--- src/sv/lnes_ram.sv ---
// Generic single-port-write, single-port-read RAM with registered read data.
module lnes_ram #(
   parameter int WIDTH = 8,
   parameter int DEPTH = 16
) (
   input  logic                     clock,
   input  logic                     wr_en,
   input  logic [$clog2(DEPTH)-1:0] wr_addr,
   input  logic [WIDTH-1:0]         wr_data,
   input  logic                     rd_en,
   input  logic [$clog2(DEPTH)-1:0] rd_addr,
   output logic [WIDTH-1:0]         rd_data_ff
);

   logic [WIDTH-1:0] mem [DEPTH];

   always_ff @(posedge clock) begin
      if (wr_en) begin
         mem[wr_addr] <= wr_data;
      end
      if (rd_en) begin
         rd_data_ff <= mem[rd_addr];
      end
   end

endmodule

--- config.mk ---
export PLATFORM = sky130hd
export DESIGN_NAME = lnes_ram
export DESIGN_NICKNAME = d
export VERILOG_FILES = /design/src/sv/lnes_ram.sv
export SDC_FILE = /design/constraint.sdc
export NUM_CORES = 1
export LEC_CHECK = 0
export ABC_AREA = 1
export BUFFER_PORTS_ARGS = -buffer_cell sky130_fd_sc_hd__buf_4
export CAP_MARGIN = 20
export CORE_AREA = 2 2 92 116
export CTS_CLUSTER_DIAMETER = 200
export DETAILED_ROUTE_END_ITERATION = 10
export DIE_AREA = 0 0 94 118
export PLACE_DENSITY = 0.86
export SYNTH_ARGS = -nofsm -noshare
export SYNTH_HDL_FRONTEND = slang
export SYNTH_SLANG_ARGS = --single-unit
--- constraint.sdc ---
create_clock -name clock -period 1.9 [get_ports clock]
set_input_delay 0.38 -clock clock [delete_from_list [all_inputs] [get_ports clock]]
set_output_delay 0.38 -clock clock [all_outputs]
set_load 0.02 [all_outputs]
Yosys cells after proc, flatten, opt, wreduce, memory -nomap -nowiden
Memory sizes are Yosys's and may differ from the RTL's. A register that Yosys moved wholly into a read port is not among the register bits.
Index checks and enable logic that the tools add are counted.

storage, ports and cells
  register bits after elaboration = 0
  bits in writable memories = 128
  input bits = 19
  word-level logic and storage cells = 3
  memories kept = 1

memories
  memory  words  bits a word  read ports  clocked after memory_dff  wr ports  RTL line  text
  mem     16     8            1           1                         1         15        logic [WIDTH-1:0] mem [DEPTH];

cells by class
  mux-type cells = 2

operator list
  kind     number
  $mux W1  2

Longest topological paths before layout
  word-level depth = 2
  depth in mapped cells = 8
  mapped depth without buffers = 7

Worst setup path before layout
OpenSTA, ideal clock, no wires.

  path kind = in2reg
  from = in wr_addr[2]
  to = mem mem[10][0], enable pin
  setup time = 370 ps
  data arrival time = 961 ps
  required time = 1530 ps
  path slack = 569 ps
  cell stages on the path = 2
  path buffers = 0
  cells stage by stage = nand3b_1 > nor2_1

RTL lines
  element      RTL line  text
  from (decl)  8         input logic [$clog2(DEPTH)-1:0] wr_addr,
  to (decl)    15

No word-level cell before the write port.

Final worst setup path
  from = reg rd_data_ff[6] (read register of mem)
  to = out rd_data_ff[6]

RTL lines
  element      RTL line  text
  from (decl)  12        output logic [WIDTH-1:0] rd_data_ff

No word-level cell between the ends.

==> results.py <==
metrics = {
    "outcome": {
        "outcome": "completed",
    },
    "timing": {
        "grt_setup_unrepaired": "false",
        "finalMaxSlewViolations": 0,
        "setup_viol_count_final": 0,
        "fin_setup_tns_ns": 0,
        "clock_skew_ns": 0.00390,
        "hold_ws_ns": 0.258,
        "max_freq_mhz": 723,
        "worst_pin_slew_ns": 0.562,
        "relSlewSlack_pct": 62.5,
        "period_needed_ns": 1.38,
        "period_share_pct": 72.8,
        "hold_viol": 0,
    },
    "synth": {
        "synth_area_leaders": "edfxtp_1 70%, nand2_1 11%, nand3_1 8.3%",
        "yosysSeqAreaShare_pct": 69.8,
        "synth_fp_nets": 570,
        "synth_most_common_cell": "nand2_1",
        "synthesis.area_sq_mm": 0.00585,
        "synthFlopType": "edfxtp_1",
        "postSynthCellCount": 551,
        "avgSynthCellArea_sq_um": 10.6,
        "ys_warn_count": 0,
        "synth_edf_count": 136,
        "ys_types": 11,
        "synth-async-reset-ratio_pct": 0,
        "synth_common_cells": "173 x nand2_1, 136 x edfxtp_1, 100 x inv_1, 97 x nand3_1, 17 x nor2_1",
        "synth_seq_cells": 136,
        "synth.largest_area_cell": "edfxtp_1",
        "synth_top_area_share_pct": 69.8,
    },
    "finish": {
        "fin_area_sq_mm": 0.00679,
        "fin_cells": 736,
        "fillers": 680,
        "layout-area-overhead-vs-synth_pct": 16.1,
        "drive_gt1_share_pct": 13.2,
        "diodes": 0,
        "nets": 613,
    },
    "clock_network": {
        "ctsLongestPathBuffers": 2,
        "cts_tree": "yes",
        "postCtsHoldBufs": 0,
        "clock_sinks": 136,
        "cts-root-buf": "clkbuf_16",
        "cts_inserted_buffers": 17,
        "ctsResizeCount": 0,
        "clk_pin_slew_ns": 0.06,
        "post_cts_buffers": 0,
        "clk_latency_ns": 0.42,
        "cts_max_level": 4,
    },
    "placement": {
        "dp.cells": 704,
        "placed_cell_area_sq_mm": 0.00623,
        "port_buffers": 26,
        "place_congestion": 0.936,
        "dp_hpwl_um": 7850,
    },
    "worst_setup_path": {
        "crit_buf_inv": 1,
        "path_delay_family": "flip-flops",
        "crit_cells": 1,
        "worstSetupPathType": "reg -> out",
        "critPathRequiredTime_ns": 1.52,
        "end_kind": "output pin",
        "r2r-end": "rd_data_ff[0]",
        "worstSetupEndpoint": "rd_data_ff[6]",
        "slowest_stage": "edfxtp_1",
        "crit_fanout": 1,
        "worstPathCellList": "buf_4",
        "r2r_setup_slack_ns": 0.71,
        "r2r_cells": 6,
        "cp.arrival_ns": 1.00,
        "slowest_delay_ns": 0.40,
        "start_kind": "flip-flop",
        "cp-startpoint": "rd_data_ff[6]",
        "reg2reg_from": "mem[4][0]",
    },
    "hold_path": {
        "min-delay-start": "rd_en",
        "holdCritPathClass": "in -> reg",
    },
    "detailed_routing": {
        "dr_total_vias": 4033,
        "first_iter_violations": 578,
        "wl_per_cell_um": 17.3,
        "drc_errors": 0,
        "antenna_left": 0,
        "totalWireLength_um": 12800,
        "first_pass_iters": 5,
        "viasPerCell": 5.48,
    },
    "global_route": {
        "antenna_found_initial": 0,
        "grtUsageTotal_pct": 24.6,
        "grt-ovfl-total": 0,
        "grt_pass1_vias": 3964,
        "grt_pass1_wl_um": 19900,
        "grt_max_degree": 51,
    },
    "floorplan": {
        "ioPinCount": 27,
        "dieHeight_um": 118,
        "die-area_sq_mm": 0.0111,
        "start_util_pct": 58.4,
        "row_count": 41,
        "die_x_um": 94,
        "fp.coreArea_sq_mm": 0.0100,
    },
    "power_and_ir_drop": {
        "powerDensity_mw_per_mm2": 1020,
        "leakage_uw": 0.00295,
        "design_power_total_uw": 6920,
        "ir_drop_mv": 0.666,
    },
    "job": {
        "cap_violations": 0,
    },
}
## worst min-delay path by stage
stage                    endpoint  cells past startpoint
detailed placement  rd_data_ff[1]                      1
finish              rd_data_ff[1]                      1
global placement    rd_data_ff[4]                      1
floorplan               mem[0][0]                      0
CTS                 rd_data_ff[1]                      1
global route        rd_data_ff[2]                      1
## per-layer routing
| metal | vias up | wire, um | track usage [%] |
|---|---|---|---|
| met5 | - | 0 | 0 |
| met4 | 0 | 706 | 15.4 |
| met3 | 54 | 1230 | 5.83 |
| met2 | 248 | 6310 | 39.1 |
| met1 | 1863 | 4510 | 30.1 |
| li1 | 1868 | - | - |
## flip-flops by register name (all words and copies together) (netlist names)
| name | count |
|---|---|
| mem | 128 |
| rd_data_ff | 8 |
## stage by stage
step	utilization [%]	worst slack, ns
floorplan	-	0.569
global placement	62.3	0.283
detailed placement	62.3	0.242
CTS	67.9	0.501
global route	67.9	0.488
finish	67.9	0.517
## cell usage in the layout (no fill, tap or decap)
master      synthesis  routed
buf_4               4      46
clkinv_2            0       6
clkinv_4            0       2
clkbuf_1            0       1
inv_2               2       2
nand3b_1            2       2
clkinv_1            0       1
bufinv_16           0       2
buf_12              0       2
clkinvlp_4          0       3
nor2_1             17      17
inv_1             100     100
clkbuf_16           0      17
nand3_1            97      97
nand2_1           173     173
edfxtp_1          136     136
## where the power goes
part / internal, uW / leakage (uW) / total (uW) / switching, uW
Clock: 1910 / 0.000273 / 3070 / 1160
Sequential: 3380 / 0.00124 / 3400 / 20.8
Combinational: 140 / 0.00144 / 443 / 303
Total: 5430 / 0.00295 / 6920 / 1490
## logic make-up (layout without fill, tap and decap cells)
family                 after synthesis  count (layout)  share of synthesized area [%]
and+or+nand+nor                    289             289                           20.8
buffers and inverters              126             182                           9.39
DFF                                136             136                           69.8
## area by class of cell
type / count / area, sq um / share of cell area [%]
sequential: 136 / 4080 / 60.1
multi-input combinational: 289 / 1210 / 17.9
clock buffer: 18 / 429 / 6.32
timing repair buffer: 48 / 385 / 5.68
inverter: 102 / 383 / 5.64
tap: 129 / 161 / 2.38
clock inverter: 14 / 134 / 1.97
Note: power is estimated with default switching activity, not from simulation.
