==> src/sv/lnes_pkg.sv <==
// Shared types, constants and a helper function for the looping note sequencer.
package lnes_pkg;

   localparam int NOTE_DEPTH  = 4096;
   localparam int NOTE_AW     = $clog2(NOTE_DEPTH);
   localparam int TRACK_SLOTS = 3;
   localparam int MAX_BURST   = 64;
   localparam int BURST_W     = $clog2(MAX_BURST + 1);
   localparam int CLK_W       = 34;

   localparam logic [1:0]  SILENT_TRACK  = 2'd3;
   localparam logic [19:0] STEP_LIMIT_US = 20'd250000;

   typedef enum logic [1:0] {
      ACT_LOAD_NOTE  = 2'd0,
      ACT_LOAD_SLICE = 2'd1,
      ACT_PLAY       = 2'd2,
      ACT_TICK       = 2'd3
   } action_type;

   typedef enum logic [2:0] {
      ST_IDLE,
      ST_TICK,
      ST_CMP,
      ST_DIV,
      ST_WALK,
      ST_READ,
      ST_CHK,
      ST_FLUSH
   } state_type;

   typedef struct packed {
      logic [23:0] time_ms;
      logic [14:0] dur_ms;
      logic [6:0]  pitch;
      logic [6:0]  vel;
      logic [1:0]  wave;
   } note_type;

   localparam int NOTE_W = $bits(note_type);

   typedef struct packed {
      logic [1:0]  wave;
      logic [13:0] freq;
      logic [14:0] dur;
      logic [5:0]  gain;
   } event_type;

   localparam logic [13:0] PITCH_HZ [128] = '{
      14'd8, 14'd8, 14'd9, 14'd9, 14'd10, 14'd10, 14'd11, 14'd12, 14'd12, 14'd13,
      14'd14, 14'd15, 14'd16, 14'd17, 14'd18, 14'd19, 14'd20, 14'd21, 14'd23, 14'd24,
      14'd25, 14'd27, 14'd29, 14'd30, 14'd32, 14'd34, 14'd36, 14'd38, 14'd41, 14'd43,
      14'd46, 14'd48, 14'd51, 14'd55, 14'd58, 14'd61, 14'd65, 14'd69, 14'd73, 14'd77,
      14'd82, 14'd87, 14'd92, 14'd97, 14'd103, 14'd110, 14'd116, 14'd123, 14'd130,
      14'd138, 14'd146, 14'd155, 14'd164, 14'd174, 14'd184, 14'd195, 14'd207, 14'd220,
      14'd233, 14'd246, 14'd261, 14'd277, 14'd293, 14'd311, 14'd329, 14'd349, 14'd369,
      14'd391, 14'd415, 14'd440, 14'd466, 14'd493, 14'd523, 14'd554, 14'd587, 14'd622,
      14'd659, 14'd698, 14'd739, 14'd783, 14'd830, 14'd880, 14'd932, 14'd987,
      14'd1046, 14'd1108, 14'd1174, 14'd1244, 14'd1318, 14'd1396, 14'd1479, 14'd1567,
      14'd1661, 14'd1760, 14'd1864, 14'd1975, 14'd2093, 14'd2217, 14'd2349, 14'd2489,
      14'd2637, 14'd2793, 14'd2959, 14'd3135, 14'd3322, 14'd3520, 14'd3729, 14'd3951,
      14'd4186, 14'd4434, 14'd4698, 14'd4978, 14'd5274, 14'd5587, 14'd5919, 14'd6271,
      14'd6644, 14'd7040, 14'd7458, 14'd7902, 14'd8372, 14'd8869, 14'd9397, 14'd9956,
      14'd10548, 14'd11175, 14'd11839, 14'd12543
   };

   // 34*v/127 via reciprocal estimate (never low by more than one) and one fixup
   function automatic logic [5:0] gain_of(input logic [6:0] v);
      logic [12:0] x;
      logic [22:0] p;
      logic [5:0]  q;
      logic [12:0] r;
      x = {1'b0, v, 5'b0} + {5'b0, v, 1'b0};
      p = 23'(x) * 23'd516;
      q = p[21:16];
      r = x - 13'(q * 13'd127);
      if (r >= 13'd127) begin
         q = q + 6'd1;
      end
      return q;
   endfunction

endpackage

==> src/sv/lnes_rem.sv <==
// Bit-serial restoring remainder unit for wrapping the microsecond clock.
module lnes_rem import lnes_pkg::*; (
   input  logic             clock,
   input  logic             reset,
   input  logic             start,
   input  logic [CLK_W-1:0] dividend,
   input  logic [CLK_W-1:0] divisor,
   output logic             done_ff,
   output logic [CLK_W-1:0] rem_ff
);

   localparam int CNT_W = $clog2(CLK_W + 1);

   logic [CLK_W-1:0] num_ff, num_in;
   logic [CLK_W-1:0] rem_in;
   logic [CNT_W-1:0] cnt_ff, cnt_in;
   logic             busy_ff, busy_in;
   logic             done_in;
   logic [CLK_W:0]   trial;

   always_comb begin
      num_in  = num_ff;
      rem_in  = rem_ff;
      cnt_in  = cnt_ff;
      busy_in = busy_ff;
      done_in = 1'b0;
      trial   = {rem_ff, num_ff[CLK_W-1]};
      if (start) begin
         num_in  = dividend;
         rem_in  = '0;
         cnt_in  = CNT_W'(CLK_W);
         busy_in = 1'b1;
      end else if (busy_ff) begin
         if (trial >= {1'b0, divisor}) begin
            rem_in = CLK_W'(trial - {1'b0, divisor});
         end else begin
            rem_in = trial[CLK_W-1:0];
         end
         num_in = {num_ff[CLK_W-2:0], 1'b0};
         cnt_in = cnt_ff - CNT_W'(1);
         if (cnt_ff == CNT_W'(1)) begin
            busy_in = 1'b0;
            done_in = 1'b1;
         end
      end
   end

   always_ff @(posedge clock) begin
      if (reset) begin
         busy_ff <= 1'b0;
         done_ff <= 1'b0;
         cnt_ff  <= '0;
      end else begin
         busy_ff <= busy_in;
         done_ff <= done_in;
         cnt_ff  <= cnt_in;
      end
      num_ff <= num_in;
      rem_ff <= rem_in;
   end

endmodule

==> config.mk <==
export PLATFORM = sky130hd
export DESIGN_NAME = lnes_rem
export DESIGN_NICKNAME = d
export VERILOG_FILES = /design/src/sv/lnes_pkg.sv /design/src/sv/lnes_rem.sv
export SDC_FILE = /design/constraint.sdc
export NUM_CORES = 1
export LEC_CHECK = 0
export BUFFER_PORTS_ARGS = -buffer_cell sky130_fd_sc_hd__buf_2
export CORE_MARGIN = 2
export CORE_UTILIZATION = 40
export DETAILED_ROUTE_END_ITERATION = 16
export GPL_ROUTABILITY_DRIVEN = 0
export GPL_TIMING_DRIVEN = 0
export PLACE_DENSITY = 0.69
export SLEW_MARGIN = 20
export SYNTH_ARGS = -nofsm -noshare
export SYNTH_HDL_FRONTEND = slang
export SYNTH_SLANG_ARGS = --single-unit
==> constraint.sdc <==
create_clock -name clock -period 3.53 [get_ports clock]
set_input_delay 0.1765 -clock clock [delete_from_list [all_inputs] [get_ports clock]]
set_output_delay 0.1765 -clock clock [all_outputs]
set_load 0.01 [all_outputs]
-- Word-level counts from Yosys, hierarchy flattened
Cells that the tools add are included.
Widths: inputs -> output; s select.
- register bits: 76
- word-level logic and storage cells: 23
- $add $sub $neg: 2
- magnitude comparators: 1
- equal/unequal tests: 1
- mux-type cells: 9
- bitwise gates (word level): 1
- reductions and logical operators: 3
- operators with widths (operator ; number):
    $mux 34 ; 3
    $ge 35x34->1 ; 1
    $sub 34x34->34 ; 1
    $mux 6 ; 2
    $eq 6x1->1 const B ; 1
    $sub 6x1->6 const B ; 1
    $mux 1 ; 4
    $reduce_or 3->1 ; 1
    $reduce_bool 2->1 ; 1
    $reduce_or 2->1 ; 1
    $not 1->1 ; 1

-- Logic depth before layout (Yosys ltp)
Gate-level depths: netlist of the first run.
- depth after elaboration: 4
- depth in mapped cells: 13
- mapped depth without buffers: 12

-- Worst setup path before layout of the first run
OpenSTA, ideal clock, no wires.
- path type: register to register
- start: register rem_ff[19]
- end: register rem_ff[10]
- setup time: 0.137 ns
- data arrival time: 2.452 ns
- data required time: 3.393 ns
- path slack: 0.940 ns
- stages on the path, launching flop included: 13
- buffers on the path: 2
- cells stage by stage: dfxtp_1 > ha_1 > buf_6 > a21o_1 > a31oi_1 > nand2_1 > a311o_1 > a211o_1 > a21oi_4 > buf_2 > nor2_1 > a21oi_1 > a211oi_1
- word-level cells in the longest chain between the ends: 2
- RTL lines (element ; RTL line ; text):
    start, declared ; lnes_rem.sv:9 ; output logic [CLK_W-1:0] rem_ff
    start signal, assigned ; lnes_rem.sv:59 ; rem_ff <= rem_in;
    $ge 35x34->1 ; lnes_rem.sv:34 ; if (trial >= {1'b0, divisor}) begin
    $mux 34 ; lnes_rem.sv:34 ;
Every way passes these cells.
A chain may end at the register's enable or synchronous reset.

-- Worst setup path after layout of the first run
- start: register rem_ff[3]
- end: register rem_ff[20]
- word-level cells in the longest chain between the ends: 2
- RTL lines (element ; RTL line):
    $sub 34x34->34 / $ge 35x34->1 (equally long branches) ; lnes_rem.sv:35, lnes_rem.sv:34
    $mux 34 (*) ; lnes_rem.sv:34
Every way passes the cells marked *; elsewhere a longest branch is shown, timed or not.

==> results.md, run 1 <==
- First-pass detailed-route iteration total: 5
- Post-CTS Setup Inserts: 0
- Final-report max-slew violation count: 0
- Tot GR Track Use: 19.93%
- Ys async rst share: 0%
- Register bit total from synthesis: between 70 and 80
- Reg2reg start: rem_ff[3]
- CTS buffer count: 9
- H-tree Lvls: 3
- Final wirelength: between 10000 and 15000 um
- Largest net degree at the start of global routing: 35
- Port-buffer cells: 103
- Dpl hpwl: 10760 um
- Data arrival time of the critical path: 3.25 ns
- Layout cell share with drive strength beyond 1: 22.36%
- Site row count: 42
- Reg-to-reg endpoint: rem_ff[20]
- Post-synthesis sequential area ratio: a little over a third
- TritonCTS clock tree: done
- # hold bufs at CTS: 0
- Leak: 2.917 nW
- Area leader, netlist: edfxtp_1
- Drt wl/cell: 15.90 um
- Post-Synthesis Cells: 610
- Max-capacitance violation count: 0
- Hold Path Stages: 2
- Maximum VDD drop: around 0.28 mV
- Core area: 13140 um^2
- Post-synthesis cell area: 5335 um^2
- Height of the die: 119.5 um
- Ys flop type: dfxtp_1
- Post-route clock period utilization: between 80% and 90%
- Skew-Pair Late Insertion Delay: 0.34 ns
- Final-report setup violation count: 0
- Synth top cells by count: nor2_1 (62), a21oi_1 (53), dfxtp_1 (42), inv_1 (42), ha_1 (36)
- Area Growth Syn to Fin: 19.30%
- Starting density of the core: 40.61%
- Die X: 119.5 um
- R2R Setup Slk: 0.46 ns
- RSZ-0062 raised after global routing: false
- Synth area leaders: edfxtp_1 (19%), dfxtp_1 (16%), ha_1 (8.4%)
- Setup crit end kind: flop
- Status: completed
- Grt ovf: 0
- R2r worst-path depth: 11
- Slew headroom: 51.75%
- Period minus WS final: 3.066 ns
- Worst-Margin Slew: 0.7227 ns
- Most frequent cell after synthesis: nor2_1
- Power density cells: 426.6 nW/um^2
- EDFF count, synth: 34
- Clk buf depth: 2
- Register clock-pin slew on the reported worst setup and hold paths: 0.07 ns
- CP Max Fanout: 10
- Clock Root Buffer: clkbuf_16
- Hold path startpoint: dividend[33]
- Area share of the leading cell type in the synthesized netlist: about a fifth
- Hold Path End: num_ff[33]
- Die ar.: 14280 um^2
- Via-to-Cell Ratio: 5.502
- DRT iter0 DRCs: 246
- Ports: 106
- Final hold vios: 0
- Clock skew: 0.01077 ns
- Post-detailed-route count of antenna-violating nets: 0
- Global-route wire length before repair: about 23000 um
- Synthesized area per cell: roughly 8.7 um^2
- Final net count: 832
- Total negative setup slack: 0 ns
- Total of cells resized after clock tree synthesis: 0
- Post-Syn Nets: between 700 and 800
- Ys Warns: 0
- Drc violations: 0
- N_diodes: 0
- Antenna violations before repair: 0
- Clock sink total: 76
- Distinct cells, synth: 56
- Startpoint types: flop
- Type of the most critical hold path: input port to flop
- Final Util: 48.45%
- Number of global-route vias before repair: roughly 4.7k
- CP Data Required Time: 3.72 ns
- Via Count: approximately 5.0k
- Max Freq: 0.3261 GHz
- CP Class: flop to flop
## critical path, cell delays in order, from the launching register on
cell      delay (ns)
dfxtp_1         0.39
ha_1            0.31
a21o_1          0.23
a211o_1         0.29
o21ai_1         0.21
o22ai_1         0.22
a211o_1         0.34
a21oi_4         0.24
buf_2           0.31
nor2_1          0.08
a21oi_1         0.19
a211oi_1        0.10
## how the worst max path moves through the flow
stage                    start  cells past startpoint          to
finish               rem_ff[3]                     11  rem_ff[20]
global route        num_ff[33]                     12  rem_ff[32]
CTS                  rem_ff[3]                     11  rem_ff[20]
detailed placement   rem_ff[3]                     11  rem_ff[20]
global placement     rem_ff[3]                     11  rem_ff[20]
floorplan           rem_ff[19]                     12  rem_ff[10]
## state kept, by name (all words and copies together), names as in the netlist
signal,count
done_ff,1
busy_ff,1
cnt_ff,6
num_ff,34
rem_ff,34
## final cells by class
cell class              instances  area (um^2)
well taps                     176        220.2
clock inverters                 6        65.06
plain buffers                  33        145.1
repair buffers                103        515.5
fillers                      1319         6773
inverters                      42        157.7
multi-input cells             459         3171
flip-flops and latches         76         1862
clock buffers                  10        229.0
## cell families after synthesis
logic type                 synth area share, %
xor gates and xnor gates                 5.253
AOI/OAI and AO/OA                        22.16
DFF                                      34.90
adders and majority gates                8.818
and+or+nand+nor                          14.73
muxes                                    8.466
buffers and inverters                    5.675
## through the flow
| step | worst slack [ns] | cells | total power [mW] | hold slack, ns | cell area, um^2 |
|---|---|---|---|---|---|
| after detailed placement | 0.5189 | 889 | 1.795 | 0.4822 | 6071 |
| after global routing | 0.2342 | 905 | 2.859 | 0.1359 | 6365 |
| after global placement | 0.5346 | 889 | 1.775 | 0.4780 | 6071 |
| final | 0.4636 | 905 | 2.715 | 0.1399 | 6365 |
| after CTS | 0.5059 | 905 | 2.726 | 0.1340 | 6365 |
| after floorplan | 0.9402 | 610 | 1.590 | 0.3803 | 5335 |
## power breakdown
part | switching [mW] | internal, mW
Combinational | 0.425 | 0.309
Sequential | 0.0505 | 1.01
Clock | 0.377 | 0.548
## layout by cell type, fill, tap and decap left out, types with 26 or more instances in the layout
| cell | count |
|---|---|
| mux2_2 | 33 |
| clkbuf_1 | 26 |
| a211oi_1 | 27 |
| nand2_1 | 31 |
| nor2_1 | 62 |
| a21oi_1 | 53 |
| inv_1 | 41 |
| o21ai_0 | 32 |
| edfxtp_1 | 34 |
| buf_2 | 108 |
| dfxtp_1 | 42 |
| ha_1 | 36 |
## layer usage
layer	vias up	wire length, um	global-route usage (%)
met4	0	266	6.103
met5	-	0	0
met3	20	731	3.565
met1	2348	6539	26.68
li1	2458	-	-
met2	153	6854	32.82
Power figures use the tool's default switching activity.
==> run 2, diff against run 1 <==
BUFFER_PORTS_ARGS = default   (was -buffer_cell sky130_fd_sc_hd__buf_2)
DONT_BUFFER_PORTS = 1   (was default)
PLACE_DENSITY = default   (was 0.69)
==> run 2 against run 1 <==
Non-clock buffer count fell by 103. Clock power barely moved. Largest power group unchanged. Final cell count fell by 11%. Routed wire length fell by 3.9%. Maximum frequency fell by 3.2%. Sequential power barely moved. Setup slack got worse by 0.10 ns. Count of clock-buffer cells in the layout did not move. Utilization fell by 3.9 points. Hold slack got worse by 0.093 ns. Sequential cell count did not move. Largest cell class unchanged.
==> results.md, run 2 (same netlist as run 1, synthesis figures left out) <==
- Final-report max-slew violation count: 0
- Sequential Power Share: 40.6%
- Largest regs: num_ff x34, rem_ff x34, cnt_ff x6
- Switching Share: between 30% and 40%
- Most Frequent Cell on Critical Path: a211o_1
- Ports: about 110
- Hold Slack: 0.04707 ns
- Number of global-route vias before repair: 4465
- Commonest non-fill, non-tap cell in the layout: nor2_1
- First-pass detailed-route iteration total: 4
- Fillers: 1335
- DRT iter0 DRCs: 346
- Grt ovf: 0
- Period minus WS final: 3.169 ns
- Register clock-pin slew on the reported worst setup and hold paths: 0.06 ns
- Status: completed
- Placed cells: 786
- Clock skew: 0.007516 ns
- Max Freq: 0.3155 GHz
- Delay-heaviest family, CP: compound AO/OA/AOI/OAI gates
- Via Count: ~4.6k
- CP Class: flop to flop
- Port-buffer cells: 0
- Core area: 13140 um^2
- Commonest non-fill, non-tap cells in the layout: nor2_1 (62), a21oi_1 (53), dfxtp_1 (42)
- Drt wl/cell: 17.25 um
- Slowest stage cell, crit path: dfxtp_1
- Tot GR Track Use: 19.22%
- Total of cells resized after clock tree synthesis: 0
- # hold bufs at CTS: 0
- Maximum VDD drop: 0.2194 mV
- Starting density of the core: 40.61%
- Layout cell share with drive strength beyond 1: 9.265%
- Setup crit end kind: flop
- Switching pwr: 832.1 uW
- Worst-Margin Slew: 0.7079 ns
- Skew-Pair Late Insertion Delay: about 0.34 ns
- Dpl hpwl: 10590 um
- Clock Root Buffer: clkbuf_16
- TritonCTS clock tree: done
- Data arrival time of the critical path: between 3 and 4 ns
- Startpoint types: flop
- Die ar.: 14280 um^2
- N_diodes: 0
- Area Growth Syn to Fin: 9.592%
- H-tree Lvls: 3
- Slew headroom: 52.74%
- Site row count: 42
- Final net count: between 700 and 800
- Clk buf depth: 2
- Max-capacitance violation count: 0
- CP Data Required Time: 3.72 ns
- Drc violations: 0
- Final wirelength: 13830 um
- Final hold vios: 0
- Post-CTS Setup Inserts: 0
- Global-route wire length before repair: 22160 um
- Cell Chain, Critical Path: ha_1 -> a21o_1 -> a211o_1 -> o21ai_1 -> o22ai_1 -> a211o_1 -> a21oi_4 -> buf_2 -> nor2_1 -> a21oi_1 -> a211oi_1
- Crit path largest cell delay: 0.45 ns
- Height of the die: 119.5 um
- Final-report setup violation count: 0
- Total negative setup slack: 0 ns
- Via-to-Cell Ratio: between 5 and 6
- Die X: 119.5 um
- Type of the most critical hold path: input port to flop
- Clock sink total: 76
- Post-route clock period utilization: between 80% and 90%
- Post-detailed-route count of antenna-violating nets: 0
- Combinational share of power: about a quarter
- Leak: 2.463 nW
- Antenna violations before repair: 0
- Finished Layout Cells: roughly 800
- Power density cells: 453.5 nW/um^2
- RSZ-0062 raised after global routing: false
- CP Max Fanout: 10
- Internal power: 1.819 mW
- CTS buffer count: 9
- Final Util: between 40% and 50%
- Largest net degree at the start of global routing: 35
- Worst path bufs/invs: 1
- Clk pwr share: a little over a third
run 2: area by class of cell:
| class | count | area, um^2 | share of cell area (%) |
|---|---|---|---|
| plain buffers | 33 | 145.1 | 2.482 |
| clock buffers | 10 | 229.0 | 3.916 |
| clock inverters | 6 | 62.56 | 1.070 |
| inverters | 42 | 157.7 | 2.696 |
| multi-input cells | 459 | 3171 | 54.23 |
| flip-flops and latches | 76 | 1862 | 31.84 |
| well taps | 176 | 220.2 | 3.766 |
run 2: metal layers:
layer	routed length [um]	vias up	global-route usage, %
li1	-	2256	-
met1	6254	2168	25.32
met2	6384	117	30.79
met3	954	18	5.276
met4	241	0	5.809
met5	0	-	0
run 2: worst paths after layout:
| check | startpoint | to | slack (ns) | cells after the start |
|---|---|---|---|---|
| worst min register to register | num_ff[10] | num_ff[11] | 0.55 | 1 |
| worst max register to register | rem_ff[3] | rem_ff[20] | 0.36 | 11 |
| worst max-delay path | rem_ff[3] | rem_ff[20] | 0.36 | 11 |
| worst min-delay path | dividend[0] | num_ff[0] | 0.05 | 1 |
run 2: power groups by stage:
stage | Combinational (mW) | Sequential [mW] | Clock [mW]
floorplan | 0.515 | 1.07 | 0
global placement | 0.630 | 1.09 | 0
detailed placement | 0.640 | 1.10 | 0
CTS | 0.644 | 1.08 | 0.952
global route | 0.723 | 1.09 | 0.982
finish | 0.647 | 1.08 | 0.928
run 2: worst reg2reg max path, stage by stage (launching register included):
cell	delay, ns
dfxtp_1	0.45
ha_1	0.33
a21o_1	0.23
a211o_1	0.29
o21ai_1	0.22
o22ai_1	0.24
a211o_1	0.35
a21oi_4	0.24
buf_2	0.30
nor2_1	0.08
a21oi_1	0.20
a211oi_1	0.10
run 2: stage by stage:
stage / total power [mW] / setup WS, ns / instance area, um^2
floorplan: 1.590 / 0.9402 / 5335
detailed placement: 1.737 / 0.3711 / 5555
CTS: 2.674 / 0.3541 / 5847
global placement: 1.724 / 0.3943 / 5555
global route: 2.792 / 0.09036 / 5847
finish: 2.652 / 0.3609 / 5847
